File: src/rtl/core/tmarb_pkg.sv
`default_nettype none
// ----------------------------------------------------------------------------
// tmarb_pkg
// Shared types and constants of the two-way transmit merge arbiter.
// ----------------------------------------------------------------------------
package tmarb_pkg;

   // Bytes carried by one data word (8 to 64).
   localparam int unsigned WORD_BYTES = 64;
   localparam int unsigned KEEP_W     = 64;
   localparam int unsigned SESS_W     = 16;
   localparam int unsigned LEN_W      = 16;

   // Depth of the queue between front and back.
   localparam int unsigned QDEPTH  = 2;
   localparam int unsigned QPTR_W  = $clog2(QDEPTH);
   localparam int unsigned QCNT_W  = $clog2(QDEPTH + 1);

   localparam logic [LEN_W-1:0] WORD_BYTES_L = LEN_W'(WORD_BYTES);

   // Bit positions in lost_flags and words_present.
   localparam int unsigned LOST_CLIENT_BIT = 0;
   localparam int unsigned LOST_SERVER_BIT = 1;
   localparam int unsigned WORD_DOWN_BIT   = 0;
   localparam int unsigned WORD_UP_BIT     = 1;

   // Pop codes on len_taken / word_taken.
   localparam logic [1:0] TAKE_NONE = 2'd0;
   localparam logic [1:0] TAKE_DOWN = 2'd1;
   localparam logic [1:0] TAKE_UP   = 2'd2;

   typedef enum logic [1:0] {
      ST_NONE     = 2'd0,
      ST_ACCEPTED = 2'd1,
      ST_CLOSED   = 2'd2,
      ST_NO_SPACE = 2'd3
   } status_type;

   typedef enum logic [1:0] {
      PH_SELECT  = 2'd0,
      PH_WAIT    = 2'd1,
      PH_WRITE   = 2'd2,
      PH_DISCARD = 2'd3
   } phase_type;

   // One classified request, as held in the queue.
   typedef struct packed {
      logic              srv_present;
      logic [SESS_W-1:0] srv_session;
      logic              cli_present;
      logic [SESS_W-1:0] cli_session;
      logic              cli_lost;
      logic              srv_lost;
      logic              cli_pend;
      logic [LEN_W-1:0]  cli_len;
      logic              srv_pend;
      logic [LEN_W-1:0]  srv_len;
      logic              down_word;
      logic              up_word;
      status_type        status;
   } item_type;

   // Queue head handed from front to back.
   typedef struct packed {
      logic     valid;
      item_type item;
   } head_type;

endpackage
`default_nettype wire

File: src/rtl/core/tmarb_front.sv
`default_nettype none
// ----------------------------------------------------------------------------
// tmarb_front
// Accepts requests, splits them into flags and fields, and queues them.
// ----------------------------------------------------------------------------
module tmarb_front (
   input  wire logic                         clock,
   input  wire logic                         reset,
   input  wire logic                         req_valid,
   output logic                              req_stall,
   input  wire logic                         req_server_session_present,
   input  wire logic [tmarb_pkg::SESS_W-1:0] req_server_session,
   input  wire logic                         req_client_session_present,
   input  wire logic [tmarb_pkg::SESS_W-1:0] req_client_session,
   input  wire logic [1:0]                   req_lost_flags,
   input  wire logic                         req_client_len_present,
   input  wire logic [tmarb_pkg::LEN_W-1:0]  req_client_len,
   input  wire logic                         req_server_len_present,
   input  wire logic [tmarb_pkg::LEN_W-1:0]  req_server_len,
   input  wire logic [1:0]                   req_words_present,
   input  wire logic [1:0]                   req_status_code,
   output tmarb_pkg::head_type               head,
   input  wire logic                         pop
);
   import tmarb_pkg::*;

   item_type            q_ff [QDEPTH];
   logic [QPTR_W-1:0]   wr_ptr_ff, wr_ptr_in;
   logic [QPTR_W-1:0]   rd_ptr_ff, rd_ptr_in;
   logic [QCNT_W-1:0]   count_ff, count_in;
   item_type            cls;
   logic                push;
   logic                do_pop;

   always_comb begin
      cls.srv_present = req_server_session_present;
      cls.srv_session = req_server_session;
      cls.cli_present = req_client_session_present;
      cls.cli_session = req_client_session;
      cls.cli_lost    = req_lost_flags[LOST_CLIENT_BIT];
      cls.srv_lost    = req_lost_flags[LOST_SERVER_BIT];
      cls.cli_pend    = req_client_len_present;
      cls.cli_len     = req_client_len;
      cls.srv_pend    = req_server_len_present;
      cls.srv_len     = req_server_len;
      cls.down_word   = req_words_present[WORD_DOWN_BIT];
      cls.up_word     = req_words_present[WORD_UP_BIT];
      cls.status      = status_type'(req_status_code);
   end

   assign req_stall  = (count_ff == QCNT_W'(QDEPTH));
   assign push       = req_valid && !req_stall;
   assign do_pop     = pop && (count_ff != '0);
   assign head.valid = (count_ff != '0);
   assign head.item  = q_ff[rd_ptr_ff];

   // pointers wrap at the queue depth
   always_comb begin
      wr_ptr_in = wr_ptr_ff;
      rd_ptr_in = rd_ptr_ff;
      if (push) begin
         wr_ptr_in = (32'(wr_ptr_ff) == QDEPTH - 1) ? '0 : wr_ptr_ff + 1'b1;
      end
      if (do_pop) begin
         rd_ptr_in = (32'(rd_ptr_ff) == QDEPTH - 1) ? '0 : rd_ptr_ff + 1'b1;
      end
      count_in = count_ff + QCNT_W'(push) - QCNT_W'(do_pop);
   end

   always_ff @(posedge clock) begin
      if (reset) begin
         wr_ptr_ff <= '0;
         rd_ptr_ff <= '0;
         count_ff  <= '0;
      end else begin
         wr_ptr_ff <= wr_ptr_in;
         rd_ptr_ff <= rd_ptr_in;
         count_ff  <= count_in;
      end
   end

   always_ff @(posedge clock) begin
      if (push) begin
         q_ff[wr_ptr_ff] <= cls;
      end
   end

endmodule
`default_nettype wire

File: src/rtl/core/tmarb_back.sv
`default_nettype none
// ----------------------------------------------------------------------------
// tmarb_back
// Session tracking, direction arbiter, transmit state machine and the
// registered response stage.
// ----------------------------------------------------------------------------
module tmarb_back (
   input  wire logic                         clock,
   input  wire logic                         reset,
   input  wire tmarb_pkg::head_type          head,
   output logic                              pop,
   output logic                              rsp_valid,
   input  wire logic                         rsp_stall,
   output logic [1:0]                        rsp_len_taken,
   output logic [1:0]                        rsp_word_taken,
   output logic                              rsp_status_taken,
   output logic                              rsp_meta_valid,
   output logic [tmarb_pkg::SESS_W-1:0]      rsp_meta_session,
   output logic [tmarb_pkg::LEN_W-1:0]       rsp_meta_length,
   output logic                              rsp_word_forward,
   output logic [tmarb_pkg::KEEP_W-1:0]      rsp_word_keep,
   output logic                              rsp_word_last
);
   import tmarb_pkg::*;

   phase_type         phase_ff, phase_in;
   logic [SESS_W-1:0] srv_id_ff, srv_id_in;
   logic [SESS_W-1:0] cli_id_ff, cli_id_in;
   logic              srv_live_ff, srv_live_in;
   logic              cli_live_ff, cli_live_in;
   logic              favor_cli_ff, favor_cli_in;
   logic              active_cli_ff, active_cli_in;
   logic [LEN_W-1:0]  chunk_len_ff, chunk_len_in;
   logic [LEN_W-1:0]  left_ff, left_in;

   logic              valid_ff, valid_in;
   logic [1:0]        len_taken_ff, len_taken_in;
   logic [1:0]        word_taken_ff, word_taken_in;
   logic              status_taken_ff, status_taken_in;
   logic              meta_valid_ff, meta_valid_in;
   logic [SESS_W-1:0] meta_session_ff, meta_session_in;
   logic [LEN_W-1:0]  meta_length_ff, meta_length_in;
   logic              word_forward_ff, word_forward_in;
   logic [KEEP_W-1:0] word_keep_ff, word_keep_in;
   logic              word_last_ff, word_last_in;

   item_type          it;
   logic [SESS_W-1:0] srv_id_u, cli_id_u;
   logic              srv_live_u, cli_live_u;
   logic              c_ok, s_ok, pick, drop, sel_cli;
   logic              word_here, chunk_end;
   logic [LEN_W-1:0]  sel_len, left_dec;

   assign it  = head.item;
   assign pop = head.valid && (!valid_ff || !rsp_stall);

   // session updates first, losses override
   always_comb begin
      srv_id_u   = it.srv_present ? it.srv_session : srv_id_ff;
      cli_id_u   = it.cli_present ? it.cli_session : cli_id_ff;
      srv_live_u = (srv_live_ff || it.srv_present) && !it.srv_lost;
      cli_live_u = (cli_live_ff || it.cli_present) && !it.cli_lost;
   end

   // round robin among live directions, dead ones drained downlink first
   always_comb begin
      c_ok = cli_live_u && it.cli_pend;
      s_ok = srv_live_u && it.srv_pend;
      pick = c_ok || s_ok;
      drop = !pick && ((it.cli_pend && !cli_live_u) || (it.srv_pend && !srv_live_u));
      if (pick) begin
         sel_cli = favor_cli_ff ? c_ok : !s_ok;
      end else begin
         sel_cli = it.cli_pend && !cli_live_u;
      end
      sel_len   = sel_cli ? it.cli_len : it.srv_len;
      word_here = active_cli_ff ? it.down_word : it.up_word;
      chunk_end = (left_ff <= WORD_BYTES_L);
      left_dec  = chunk_end ? '0 : left_ff - WORD_BYTES_L;
   end

   // next state
   always_comb begin
      phase_in      = phase_ff;
      srv_id_in     = srv_id_u;
      cli_id_in     = cli_id_u;
      srv_live_in   = srv_live_u;
      cli_live_in   = cli_live_u;
      favor_cli_in  = favor_cli_ff;
      active_cli_in = active_cli_ff;
      chunk_len_in  = chunk_len_ff;
      left_in       = left_ff;
      unique case (phase_ff)
         PH_SELECT: begin
            if (pick || drop) begin
               active_cli_in = sel_cli;
               chunk_len_in  = sel_len;
               left_in       = sel_len;
               phase_in      = pick ? PH_WAIT : PH_DISCARD;
            end
         end
         PH_WAIT: begin
            unique case (it.status)
               ST_ACCEPTED: phase_in = PH_WRITE;
               ST_CLOSED: begin
                  if (active_cli_ff) begin
                     cli_live_in = 1'b0;
                  end else begin
                     srv_live_in = 1'b0;
                  end
                  phase_in = PH_DISCARD;
               end
               ST_NONE, ST_NO_SPACE: phase_in = PH_WAIT;
            endcase
         end
         PH_WRITE, PH_DISCARD: begin
            if (word_here) begin
               left_in = left_dec;
               if (chunk_end) begin
                  favor_cli_in = !favor_cli_ff;
                  phase_in     = PH_SELECT;
               end
            end
         end
      endcase
   end

   // response fields
   always_comb begin
      len_taken_in    = TAKE_NONE;
      word_taken_in   = TAKE_NONE;
      status_taken_in = 1'b0;
      meta_valid_in   = 1'b0;
      meta_session_in = '0;
      meta_length_in  = '0;
      word_forward_in = 1'b0;
      word_keep_in    = '0;
      word_last_in    = 1'b0;
      unique case (phase_ff)
         PH_SELECT: begin
            if (pick || drop) begin
               len_taken_in = sel_cli ? TAKE_DOWN : TAKE_UP;
            end
            if (pick) begin
               meta_valid_in   = 1'b1;
               meta_session_in = sel_cli ? cli_id_u : srv_id_u;
               meta_length_in  = sel_len;
            end
         end
         PH_WAIT: begin
            status_taken_in = (it.status != ST_NONE);
            if (it.status == ST_NO_SPACE) begin
               meta_valid_in   = 1'b1;
               meta_session_in = active_cli_ff ? cli_id_u : srv_id_u;
               meta_length_in  = chunk_len_ff;
            end
         end
         PH_WRITE: begin
            if (word_here) begin
               word_taken_in   = active_cli_ff ? TAKE_DOWN : TAKE_UP;
               word_forward_in = 1'b1;
               word_last_in    = chunk_end;
               for (int i = 0; i < KEEP_W; i++) begin
                  word_keep_in[i] = (i < WORD_BYTES) && (left_ff > LEN_W'(i));
               end
            end
         end
         PH_DISCARD: begin
            if (word_here) begin
               word_taken_in = active_cli_ff ? TAKE_DOWN : TAKE_UP;
            end
         end
      endcase
   end

   assign valid_in = pop || (valid_ff && rsp_stall);

   always_ff @(posedge clock) begin
      if (reset) begin
         phase_ff      <= PH_SELECT;
         srv_id_ff     <= '0;
         cli_id_ff     <= '0;
         srv_live_ff   <= 1'b0;
         cli_live_ff   <= 1'b0;
         favor_cli_ff  <= 1'b0;
         active_cli_ff <= 1'b0;
         chunk_len_ff  <= '0;
         left_ff       <= '0;
         valid_ff      <= 1'b0;
      end else begin
         valid_ff <= valid_in;
         if (pop) begin
            phase_ff      <= phase_in;
            srv_id_ff     <= srv_id_in;
            cli_id_ff     <= cli_id_in;
            srv_live_ff   <= srv_live_in;
            cli_live_ff   <= cli_live_in;
            favor_cli_ff  <= favor_cli_in;
            active_cli_ff <= active_cli_in;
            chunk_len_ff  <= chunk_len_in;
            left_ff       <= left_in;
         end
      end
   end

   always_ff @(posedge clock) begin
      if (pop) begin
         len_taken_ff    <= len_taken_in;
         word_taken_ff   <= word_taken_in;
         status_taken_ff <= status_taken_in;
         meta_valid_ff   <= meta_valid_in;
         meta_session_ff <= meta_session_in;
         meta_length_ff  <= meta_length_in;
         word_forward_ff <= word_forward_in;
         word_keep_ff    <= word_keep_in;
         word_last_ff    <= word_last_in;
      end
   end

   assign rsp_valid        = valid_ff;
   assign rsp_len_taken    = len_taken_ff;
   assign rsp_word_taken   = word_taken_ff;
   assign rsp_status_taken = status_taken_ff;
   assign rsp_meta_valid   = meta_valid_ff;
   assign rsp_meta_session = meta_session_ff;
   assign rsp_meta_length  = meta_length_ff;
   assign rsp_word_forward = word_forward_ff;
   assign rsp_word_keep    = word_keep_ff;
   assign rsp_word_last    = word_last_ff;

endmodule
`default_nettype wire

File: src/rtl/core/two_way_tx_merge_arbiter.sv
`default_nettype none
// ----------------------------------------------------------------------------
// two_way_tx_merge_arbiter
// One transmitter shared by the downlink and uplink relay directions.
// ----------------------------------------------------------------------------
// Each request is one tick of the upstream queue heads; each produces exactly
// one response. Requests are taken one per cycle while the queue has room; an
// accepted request is written into the queue, then popped by the back into
// the registered response stage that drives rsp_valid. A two-entry queue sits
// between the front (accept and decode) and the back (session tracking,
// round-robin direction select, meta / status wait / word write / discard
// machine, registered response). The back steps once per cycle whenever the
// response register is empty or being taken; req_stall rises only when the
// queue is full. The 512-bit data payload is not carried here: mux it outside
// with rsp_word_taken. rsp_word_keep has one bit per byte, set for the valid
// bytes of a forwarded word, and rsp_word_last marks the final word of a
// chunk. Fields not in use read as zero.
// ----------------------------------------------------------------------------
module two_way_tx_merge_arbiter (
   input  wire logic                         clock,
   input  wire logic                         reset,
   // request channel
   input  wire logic                         req_valid,
   output logic                              req_stall,
   input  wire logic                         req_server_session_present,
   input  wire logic [tmarb_pkg::SESS_W-1:0] req_server_session,
   input  wire logic                         req_client_session_present,
   input  wire logic [tmarb_pkg::SESS_W-1:0] req_client_session,
   input  wire logic [1:0]                   req_lost_flags,
   input  wire logic                         req_client_len_present,
   input  wire logic [tmarb_pkg::LEN_W-1:0]  req_client_len,
   input  wire logic                         req_server_len_present,
   input  wire logic [tmarb_pkg::LEN_W-1:0]  req_server_len,
   input  wire logic [1:0]                   req_words_present,
   input  wire logic [1:0]                   req_status_code,
   // response channel
   output logic                              rsp_valid,
   input  wire logic                         rsp_stall,
   output logic [1:0]                        rsp_len_taken,
   output logic [1:0]                        rsp_word_taken,
   output logic                              rsp_status_taken,
   output logic                              rsp_meta_valid,
   output logic [tmarb_pkg::SESS_W-1:0]      rsp_meta_session,
   output logic [tmarb_pkg::LEN_W-1:0]       rsp_meta_length,
   output logic                              rsp_word_forward,
   output logic [tmarb_pkg::KEEP_W-1:0]      rsp_word_keep,
   output logic                              rsp_word_last
);
   import tmarb_pkg::*;

   head_type head;   // queue head, front to back
   logic     pop;    // back consumes the head

   tmarb_front u_front (
      .clock                      (clock),
      .reset                      (reset),
      .req_valid                  (req_valid),
      .req_stall                  (req_stall),
      .req_server_session_present (req_server_session_present),
      .req_server_session         (req_server_session),
      .req_client_session_present (req_client_session_present),
      .req_client_session         (req_client_session),
      .req_lost_flags             (req_lost_flags),
      .req_client_len_present     (req_client_len_present),
      .req_client_len             (req_client_len),
      .req_server_len_present     (req_server_len_present),
      .req_server_len             (req_server_len),
      .req_words_present          (req_words_present),
      .req_status_code            (req_status_code),
      .head                       (head),
      .pop                        (pop)
   );

   // chunk end is tracked by remaining bytes: last word when at most one
   // word's worth is left (a zero-length chunk ends on its first word)
   tmarb_back u_back (
      .clock            (clock),
      .reset            (reset),
      .head             (head),
      .pop              (pop),
      .rsp_valid        (rsp_valid),
      .rsp_stall        (rsp_stall),
      .rsp_len_taken    (rsp_len_taken),
      .rsp_word_taken   (rsp_word_taken),
      .rsp_status_taken (rsp_status_taken),
      .rsp_meta_valid   (rsp_meta_valid),
      .rsp_meta_session (rsp_meta_session),
      .rsp_meta_length  (rsp_meta_length),
      .rsp_word_forward (rsp_word_forward),
      .rsp_word_keep    (rsp_word_keep),
      .rsp_word_last    (rsp_word_last)
   );

endmodule
`default_nettype wire

File: config.mk
export PLATFORM = sky130hd
export DESIGN_NAME = two_way_tx_merge_arbiter
export DESIGN_NICKNAME = d
export VERILOG_FILES = /design/src/rtl/core/tmarb_pkg.sv /design/src/rtl/core/tmarb_front.sv /design/src/rtl/core/tmarb_back.sv /design/src/rtl/core/two_way_tx_merge_arbiter.sv
export SDC_FILE = /design/constraint.sdc
export NUM_CORES = 1
export LEC_CHECK = 0
export BUFFER_PORTS_ARGS = -buffer_cell sky130_fd_sc_hd__buf_4
export CAP_MARGIN = 20
export CELL_PAD_IN_SITES_DETAIL_PLACEMENT = 1
export CELL_PAD_IN_SITES_GLOBAL_PLACEMENT = 2
export CORE_ASPECT_RATIO = 2
export CORE_MARGIN = 4
export CORE_UTILIZATION = 39
export CTS_BUF_LIST = sky130_fd_sc_hd__clkbuf_16
export DETAILED_ROUTE_END_ITERATION = 10
export GPL_TIMING_DRIVEN = 0
export PLACE_DENSITY = 0.79
export SYNTH_ARGS = -nofsm -noshare
export SYNTH_HDL_FRONTEND = slang
export SYNTH_SLANG_ARGS = --single-unit
File: constraint.sdc
create_clock -name clock -period 6.5 [get_ports clock]
set_clock_uncertainty 0.1 [all_clocks]
set_input_delay 0 -clock clock [delete_from_list [all_inputs] [get_ports clock]]
set_output_delay 0 -clock clock [all_outputs]
set_load 0.02 [all_outputs]
==> flow_summary.ini, run 1 <==
[cts]
insertion_delay_ns = 0.58
cts.sinks = 328
cts_tree = yes
ctsRootBufferMaster = clkbuf_16
clkTransAtPathRegs_ns = 0.07
htreeDepth = 1
post_cts_buffers = 0
clockBufferDepth = 3
cts_buffers = 28

[synth]
yosysUniqueCellTypes = 71
synthTopCellsByCount = edfxtp_1 (252), a21oi_1 (124), nor2_1 (121)
syn_nets = 1124
ys_warn_count = 0
ys_seq_elements = 328
yosys.area.top_type = edfxtp_1
syn_area_per_cell_um2 = 12.90
synthArstFlopShare_pct = 0
yosysMostFrequentCell = edfxtp_1
synth-edff-count = 252
netlist_area_um2 = 13410
synthFlopType = edfxtp_1
synth.area.top_cells = edfxtp_1 (56%), dfxtp_1 (11%), a21oi_1 (4.6%), nor2_1 (3.4%), mux2i_1 (2.8%)
synth_top_area_share_pct = 56.45
syn_inst = 1039
ys_seq_area_share_pct = 67.80

[routing]
vias_per_cell = 5.282
drt_pre_antenna_iters = 5
drtIter0Drc = 414
routedWlPerCell_um = 22.45
postRouteAntennaNets = 0
drc = 0
drt_wl_total_um = 40240
routed-via-count = 9466

[grt]
first_global_vias = 10360
antenna_found_initial = 1
grt_max_degree = 61
grt_pass1_wl_um = 60460
grt_usage_pct = 21.07
overflow = 0

[power_and_ir_drop]
cellPowerDensity_nw_per_um2 = 522.8
peakVddDrop_mv = 0.2743
p_int_w = 0.005367
sequentialPowerShare_pct = 36.6
p_leak_nw = 6.314
clockPowerShare_pct = 19.5
pwr-share-comb_pct = 43.9
p_switching_w = 0.003612
netSwitchingFraction_pct = 40.23

[timing]
drv_slew = 0
min_period_ns = 3.923
max_freq_mhz = 254.9
worst_pin_slew_ns = 0.9741
final_hold_viol_count = 0
rsz0062_at_grt = no
setup_violations = 0
slew_headroom_pct = 35.06
fin_crit_sh_pct = 60.36

[floorplanning]
die_w_um = 139.1
start_util_pct = 39.71
pin_count = 184
dieArea_um2 = 37580
core_area_um2 = 33760
placementRows = 95
dieHeight_um = 270.2

[layout]
fin_nets = 1418
syn2layout_area_growth_pct = 28.11
fin_util_pct = 50.87
final-seq-area_um2 = 9089
final_area_um2 = 17170
drive_above_1_share_pct = 22.36
multi_input_area_um2 = 3936
fill_cells = 3516

[worst_setup_path]
cp.arrival_ns = 4.11
reg2reg_to = u_back.rsp_meta_session[3]
cp.depth = 12
critPathRequiredTime_ns = 6.69
cp_slowest_cell = mux2i_1
critPathTopFamily = buffers and inverters
reg2reg_slack_ns = 2.58
crit_path_start_kind = flop
slowest_delay_ns = 0.58
worst_path_most_repeated_cell = buf_4
crit_chain = buf_4, buf_4, buf_4, buf_2, mux2i_1, inv_1, ha_1, and2_1, buf_1, clkbuf_1, a22oi_1, o22ai_1
cp_num_buf_inv = 7
worstRegToRegCells = 12
path_max_fanout = 10
cp-end-kind = flop
path_class = flop to flop

[worst_hold_path]
min_from = req_server_len[12]
whs_path_depth = 2
hold_class = primary input to flop
whs_endpoint = u_front.q_ff[0][16]

[place]
gp_congestion = 0.8481
place_area_um2 = 15440
port_buffers = 183
place_hpwl_um = 29350

[status]
status = finished clean

[run]
maxCapViolCount = 0
-- repair_timing --
item,4_1_cts,5_1_grt
gates resized for setup,0,0
hold buffers,77,0
hold endpoints to repair,210,0
endpoints found under the setup margin,0,0
-- placed cells by master, fill, tap and decap left out, types with 7 or more instances in the layout --
master / netlist / layout
o22ai_1: 16 / 16
a22o_1: 32 / 32
buf_2: 14 / 14
clkbuf_16: 0 / 28
inv_1: 15 / 20
dfxtp_1: 76 / 76
edfxtp_1: 252 / 252
dlygate4sd3_1: 0 / 77
o21ai_0: 48 / 48
clkbuf_1: 37 / 36
nor3_1: 9 / 9
a21oi_1: 124 / 124
mux2i_1: 38 / 38
ha_1: 7 / 7
buf_4: 11 / 194
a21boi_0: 13 / 13
and2_1: 9 / 9
nor2_1: 121 / 120
nand2_1: 88 / 88
mux4_2: 16 / 16
nand3_1: 10 / 10
-- layer usage --
metal	up-vias	share of wire, %	GRT usage (%)
li1	4432	-	-
met3	96	3.6	2.587
met2	259	59	43.36
met4	0	6.1	11.73
met5	-	0	0
met1	4679	32	19.03
-- sequential cells by signal (all words and copies together), names as in the netlist, 2 cells and up, named ones only --
register,cells
u_back.chunk_len_ff,16
u_back.cli_id_ff,16
u_back.left_ff,16
u_back.phase_ff,2
u_back.rsp_len_taken,2
u_back.rsp_meta_length,16
u_back.rsp_meta_session,16
u_back.rsp_word_keep,64
u_back.rsp_word_taken,2
u_back.srv_id_ff,16
u_front.count_ff,2
u_front.q_ff,148
-- cell type report --
cell class	instances	area share, %
Sequential cell	328	52.92
Inverter	15	0.3278
Tap cell	436	3.176
Buffer	70	1.982
Antenna cell	1	0.01457
Clock buffer	28	4.080
Clock inverter	24	1.537
Multi-Input combinational cell	626	22.92
Timing Repair Buffer	264	13.04
-- kinds of logic (layout without fill, tap and decap cells) --
| kind of cell | count (synthesis) | count (layout) | share of synthesized area (%) |
|---|---|---|---|
| multiplexers | 56 | 56 | 5.712 |
| XOR/XNOR | 7 | 7 | 0.4574 |
| adder cells (fa/ha/maj) | 7 | 7 | 0.6533 |
| flip-flops | 328 | 328 | 67.80 |
| buffers and inverters | 85 | 401 | 2.931 |
| AND/OR/NAND/NOR | 287 | 287 | 10.09 |
| other | 0 | 1 | 0 |
| AO/OA/AOI/OAI | 269 | 269 | 12.36 |
-- worst max path at each step --
stage | from | to | slack, ns
final | flop | u_back.rsp_meta_session[3] | 2.58
after global routing | flop | u_back.rsp_meta_session[3] | 2.33
after CTS | flop | u_back.rsp_meta_session[3] | 2.48
after detailed placement | flop | u_back.rsp_meta_session[3] | 2.49
after global placement | u_back.rsp_valid | u_front.count_ff[1] | -0.65
after floorplan | u_back.rsp_valid | u_front.count_ff[1] | 1.13
-- through the flow --
step	hold WS (ns)	total power (W)	setup TNS, ns	cells	worst slack (ns)
after global routing	0.02590	0.009480	0	1792	2.328
after floorplan	-0.001131	0.005765	0	1039	1.133
final	0.04759	0.008979	0	1792	2.577
after detailed placement	0.08789	0.007255	0	1662	2.493
after CTS	0.02769	0.009060	0	1791	2.476
after global placement	0.08560	0.007211	-1.137	1658	-0.6512
-- power by group through the flow --
stage	logic (W)	registers [W]	clock network [W]
floorplan	0.00206	0.00370	0
global placement	0.00382	0.00339	0
detailed placement	0.00393	0.00332	0
CTS	0.00399	0.00329	0.00179
global route	0.00425	0.00334	0.00189
finish	0.00394	0.00328	0.00175
-- worst register-to-register path: cells and delay by family, from the launching register on --
family	cells	cell delay, ns
buffers and inverters	7	1.85
multiplexers	1	0.59
AO/OA/AOI/OAI	2	0.42
adder cells (fa/ha/maj)	1	0.25
flip-flops	1	0.31
AND/OR/NAND/NOR	1	0.13
(Power assumes the default switching activity.)
==> inputs of run 2 (changes only) <==
ABC_AREA = 1   (was unset)
CORE_UTILIZATION = 33   (was 39)
PLACE_DENSITY = 0.75   (was 0.79)
clock period = 3.55 ns   (was 6.5 ns; I/O delays follow)
==> run 2 against run 1 <==
Final cell count up 29%; fmax is 25% higher; synthesized cell count is 38% higher; global-route usage fell by 1.1 points; flip-flop and latch count unchanged; critical path type unchanged.
==> flow_summary.ini, run 2 <==
[status]
status = finished clean

[worst_setup_path]
critPathRequiredTime_ns = 3.78
cp.arrival_ns = 3.37
crit_path_start_kind = flop
cp-end-kind = flop
path_max_fanout = 10
path_class = flop to flop
worstRegToRegCells = 11

[floorplanning]
die_w_um = 155.2
placementRows = 107
pin_count = 184
dieHeight_um = 302.5
dieArea_um2 = 46950
core_area_um2 = 42710
start_util_pct = 33.50

[synth]
synth_xor_area_share_pct = 0.3673
synth.area.top_cells = edfxtp_1 (53%), dfxtp_1 (11%), nand2_1 (10%), inv_1 (4.6%), o211ai_1 (3.1%)
synth_top_area_share_pct = 52.89
ys_seq_area_share_pct = 63.53
ys_seq_elements = 328
synth_compound_area_share_pct = 10.43
synth-simple-area-share_pct = 17.88
syn_nets = 1522
yosysUniqueCellTypes = 43
synthTopCellsByCount = nand2_1 (383), edfxtp_1 (252), inv_1 (176)
synthFlopType = edfxtp_1
yosysMostFrequentCell = nand2_1
yosys.area.top_type = edfxtp_1
synth-edff-count = 252
synth_top_family_by_area = simple AND/OR/NAND/NOR gates
synthAdderAreaFrac_pct = 0.6122
yosys-mux-area-fraction_pct = 0
netlist_area_um2 = 14310
ys_warn_count = 0
syn_area_per_cell_um2 = 9.956
syn_inst = 1437
synthArstFlopShare_pct = 0

[routing]
drc = 0
drtIter0Drc = 445
drt_wl_total_um = 46740
routedWlPerCell_um = 20.27
routed-via-count = 11110
drt_pre_antenna_iters = 5
postRouteAntennaNets = 0
vias_per_cell = 4.819

[cts]
htreeDepth = 1
ctsRootBufferMaster = clkbuf_16
cts.sinks = 328
insertion_delay_ns = 0.59
clkTransAtPathRegs_ns = 0.07
clockBufferDepth = 3
cts_buffers = 31
cts_tree = yes

[timing]
setup_violations = 0
min_period_ns = 3.149
final_hold_viol_count = 0
rsz0062_at_grt = no
slew_headroom_pct = 23.59
drv_slew = 0
worst_pin_slew_ns = 1.134
holdWs_ns = 0.03672
fin_crit_sh_pct = 88.70
max_freq_mhz = 317.6

[layout]
final_cell_count_no_fill = 2306
fin_nets = 1822
diodes = 0
final_common_cell = nand2_1
drive_above_1_share_pct = 18.46
fill_cells = 4838
final-seq-area_um2 = 9089
top_register = u_front.q_ff
syn2layout_area_growth_pct = 28.41
mostFrequentLayoutCells = nand2_1 (383), edfxtp_1 (252), buf_4 (186), inv_1 (179), nor2_1 (86)
multi_input_area_um2 = 4205
largest_reg_flops = 148

[grt]
gr-max-usage-layer = met2
first_global_vias = 12160
antenna_found_initial = 0
grtUsageMet2_pct = 41.43
use_met3_pct = 2.227
grt_pass1_wl_um = 70960
overflow = 0
gr-usage-met1_pct = 18.00
grt_max_degree = 100
grt_usage_pct = 19.92

[worst_hold_path]
hold_class = primary input to flop
whs_path_depth = 2

[place]
port_buffers = 183
gp_congestion = 0.9518
placed_cells = 2170
place_hpwl_um = 36990

[power_and_ir_drop]
peakVddDrop_mv = 0.5264
cellPowerDensity_nw_per_um2 = 939.0
p_leak_nw = 8.051

[run]
maxCapViolCount = 0
==> run 2: layout make-up <==
type	count	area share (%)
timing repair buffer	268	12.51
inverter	184	3.780
clock buffer	31	4.223
buffer	64	1.853
sequential	328	49.48
multi-input combinational	860	22.89
clock inverter	26	1.560
tap	545	3.712
==> run 2: kinds of logic after synthesis <==
| group | count (synthesis) |
|---|---|
| XOR/XNOR | 6 |
| AND/OR/NAND/NOR | 609 |
| AO/OA/AOI/OAI | 238 |
| adder cells (fa/ha/maj) | 7 |
| flip-flops | 328 |
| buffers and inverters | 249 |
==> run 2: path summary, 6_finish.rpt <==
path	startpoint	endpoint	slack [ns]
setup / recovery	flop	u_back.rsp_meta_session[7]	0.40
hold / removal	req_server_len[12]	u_front.q_ff[0][16]	0.04
setup reg to reg	flop	u_back.rsp_meta_session[7]	0.40
hold reg to reg	u_front.rd_ptr_ff	flop	0.38
==> run 2: report_power, final <==
part	total [W]	internal, W	leakage (nW)	switching [W]
combinational	0.00766	0.00235	4.47	0.00531
sequential	0.00610	0.00563	3.04	0.000473
clock	0.00348	0.00197	0.536	0.00151
total	0.0172	0.00996	8.05	0.00729
==> run 2: worst max-delay path: stages (launching register included) <==
cell and delay (ns):
dfxtp_1 0.31, buf_6 0.14, buf_6 0.17, clkbuf_1 0.26, o21ai_0 0.49, inv_1 0.13
ha_1 0.24, nand2_2 0.27, clkinv_2 0.28, buf_2 0.27, o211ai_1 0.11, nand2_1 0.11
==> run 2: repair_timing <==
item	CTS	global route
hold buffers	80	0
setup buffers	0	0
gates resized for setup	1	0
cloned	0	0
pin swaps	0	0
setup endpoints to repair	20	19
hold endpoints to repair	164	0
==> run 2: per-stage QoR <==
step	setup TNS, ns	instance area, um^2	total power (W)	util (%)	setup slack, ns
after floorplan	0	14310	0.01073	-	0.1021
after global placement	-146.59	16370	0.01372	38.33	-1.145
after detailed placement	-1.225	16510	0.01391	38.66	-0.1241
after CTS	0	18370	0.01753	43.02	0.02047
after global routing	0	18370	0.01840	43.01	0.1593
final	0	18370	0.01725	43.01	0.4011
==> run 2: routing by layer <==
metal / wire length [um] / vias to the layer above
met3: 1579 / 106
met1: 14880 / 5330
met5: 0 / -
met2: 27350 / 263
met4: 2929 / 0
li1: - / 5414
==> inputs of run 3 (changes only) <==
clock period = 2.54 ns   (was 3.55 ns; I/O delays follow)
==> run 3 against run 2 <==
Flip-flop and latch count unchanged; first-iteration DRC count decreased by 15%; sequential power increased by 40%; clock-buffer cell count unchanged; via count decreased by 0.15%; fmax increased by 30%; setup slack got worse by 0.29 ns; die area unchanged; combinational power increased by 42%; largest power group unchanged; highest routed layer unchanged.
==> flow_summary.ini, run 3 (synthesized netlist as in run 2, its figures left out) <==
[layout]
diodes = 0
top_register = u_front.q_ff
drive_above_1_share_pct = 19.47
syn2layout_area_growth_pct = 28.73
fin_nets = 1824
final_common_cell = nand2_1
mostFrequentLayoutCells = nand2_1 (382), edfxtp_1 (252), buf_4 (192), inv_1 (178)
largest_reg_flops = 148
final_area_um2 = 18420

[place]
port_buffers = 183
gp_congestion = 0.9635
dp_slack_ns = -0.9618
place_area_um2 = 16470
place_hpwl_um = 36510

[worst_setup_path]
worst_path_most_repeated_cell = buf_6
slowest_delay_ns = 0.33
crit_chain = buf_6, inv_4, buf_6, buf_8, or2_2, o21ai_4, inv_2, ha_2, nand2_4, clkinv_8, buf_6, o211ai_1, nand2_1
path_max_fanout = 10
cp-end-kind = flop
cp_slowest_cell = dfxtp_1
crit_path_start_kind = flop
critPathRequiredTime_ns = 2.76
path_class = flop to flop
cp.arrival_ns = 2.65

[grt]
grt_pass1_wl_um = 71470
first_global_vias = 12200
overflow = 0
antenna_found_initial = 0
grt_max_degree = 58
grt_usage_pct = 20.10

[cts]
insertion_delay_ns = 0.59
cts_buffers = 30
cts_tree = yes
cts.sinks = 328
clockBufferDepth = 3
htreeDepth = 1
clkTransAtPathRegs_ns = 0.07
ctsRootBufferMaster = clkbuf_16

[run]
maxCapViolCount = 0

[floorplanning]
core_area_um2 = 42710
dieHeight_um = 302.5
die_w_um = 155.2
placementRows = 107
start_util_pct = 33.50
dieArea_um2 = 46950
pin_count = 184

[worst_hold_path]
hold_class = primary input to flop

[timing]
finalSetupTns_ns = 0
drv_slew = 0
rsz0062_at_grt = no
setup_violations = 0
holdWs_ns = 0.03918
setup_slack_ns = 0.1146
slew_headroom_pct = 46.68
final_hold_viol_count = 0
fin_crit_sh_pct = 95.49
worst_pin_slew_ns = 0.7998
max_freq_mhz = 412.3
min_period_ns = 2.425

[status]
status = finished clean

[routing]
drtIter0Drc = 377
drc = 0
drt_pre_antenna_iters = 4
routedWlPerCell_um = 20.49
drt_wl_total_um = 47260
routed-via-count = 11100
postRouteAntennaNets = 0
vias_per_cell = 4.810

[power_and_ir_drop]
p_leak_nw = 8.062
peakVddDrop_mv = 0.7264
power_w = 0.02417
cellPowerDensity_nw_per_um2 = 1313
[run 3: timing repair]
action / CTS / global route
pin swaps: 1 / 3
resized for setup: 23 / 14
buffers inserted: 2 / 4
hold endpoints to repair: 162 / 0
setup endpoints to repair: 44 / 34
gates cloned: 1 / 0
hold buffers: 77 / 0
[run 3: power by group]
| group | switching [W] | leakage (nW) | total (W) | internal (W) |
|---|---|---|---|---|
| sequential | 0.000687 | 3.04 | 0.00856 | 0.00787 |
| clock | 0.00208 | 0.500 | 0.00472 | 0.00263 |
| combinational | 0.00752 | 4.52 | 0.0109 | 0.00338 |
| total | 0.0103 | 8.06 | 0.0242 | 0.0139 |
[run 3: per-layer routing]
metal	up-vias	global-route usage (%)	share of wire (%)
li1	5419	-	-
met4	0	9.994	5.6
met5	-	0	0
met3	95	2.170	3.7
met2	261	42.16	59
met1	5321	18.30	32
[run 3: metrics by stage]
step	cells	util [%]
after floorplan	1437	-
after global placement	2165	38.35
after detailed placement	2169	38.56
after CTS	2303	42.97
after global routing	2307	43.12
final	2307	43.12
[run 3: area by class of cell]
class / count / area [um^2]
buffer: 64 / 372.9
timing repair buffer: 271 / 2283
clock buffer: 31 / 775.7
clock inverter: 24 / 239.0
tap: 545 / 681.9
sequential: 328 / 9089
fill: 4805 / 24290
multi-input combinational: 860 / 4269
inverter: 184 / 705.7
[run 3: critical path: cells and delay by family (launching register included)]
kind                       cells  cell delay, ns
adders and majority gates      1            0.20
AOI/OAI and AO/OA              2            0.19
and+or+nand+nor                3            0.52
DFF                            1            0.33
buffers and inverters          7            0.81
[run 3: final timing paths]
path / depth (start not counted) / to / slack [ns] / start
max: 13 / u_back.rsp_meta_session[12] / 0.11 / flop
min: 2 / u_front.q_ff[0][71] / 0.04 / req_server_session[14]
max reg2reg: 13 / u_back.rsp_meta_session[12] / 0.11 / flop
min reg2reg: 1 / u_front.rd_ptr_ff / 0.36 / u_front.rd_ptr_ff
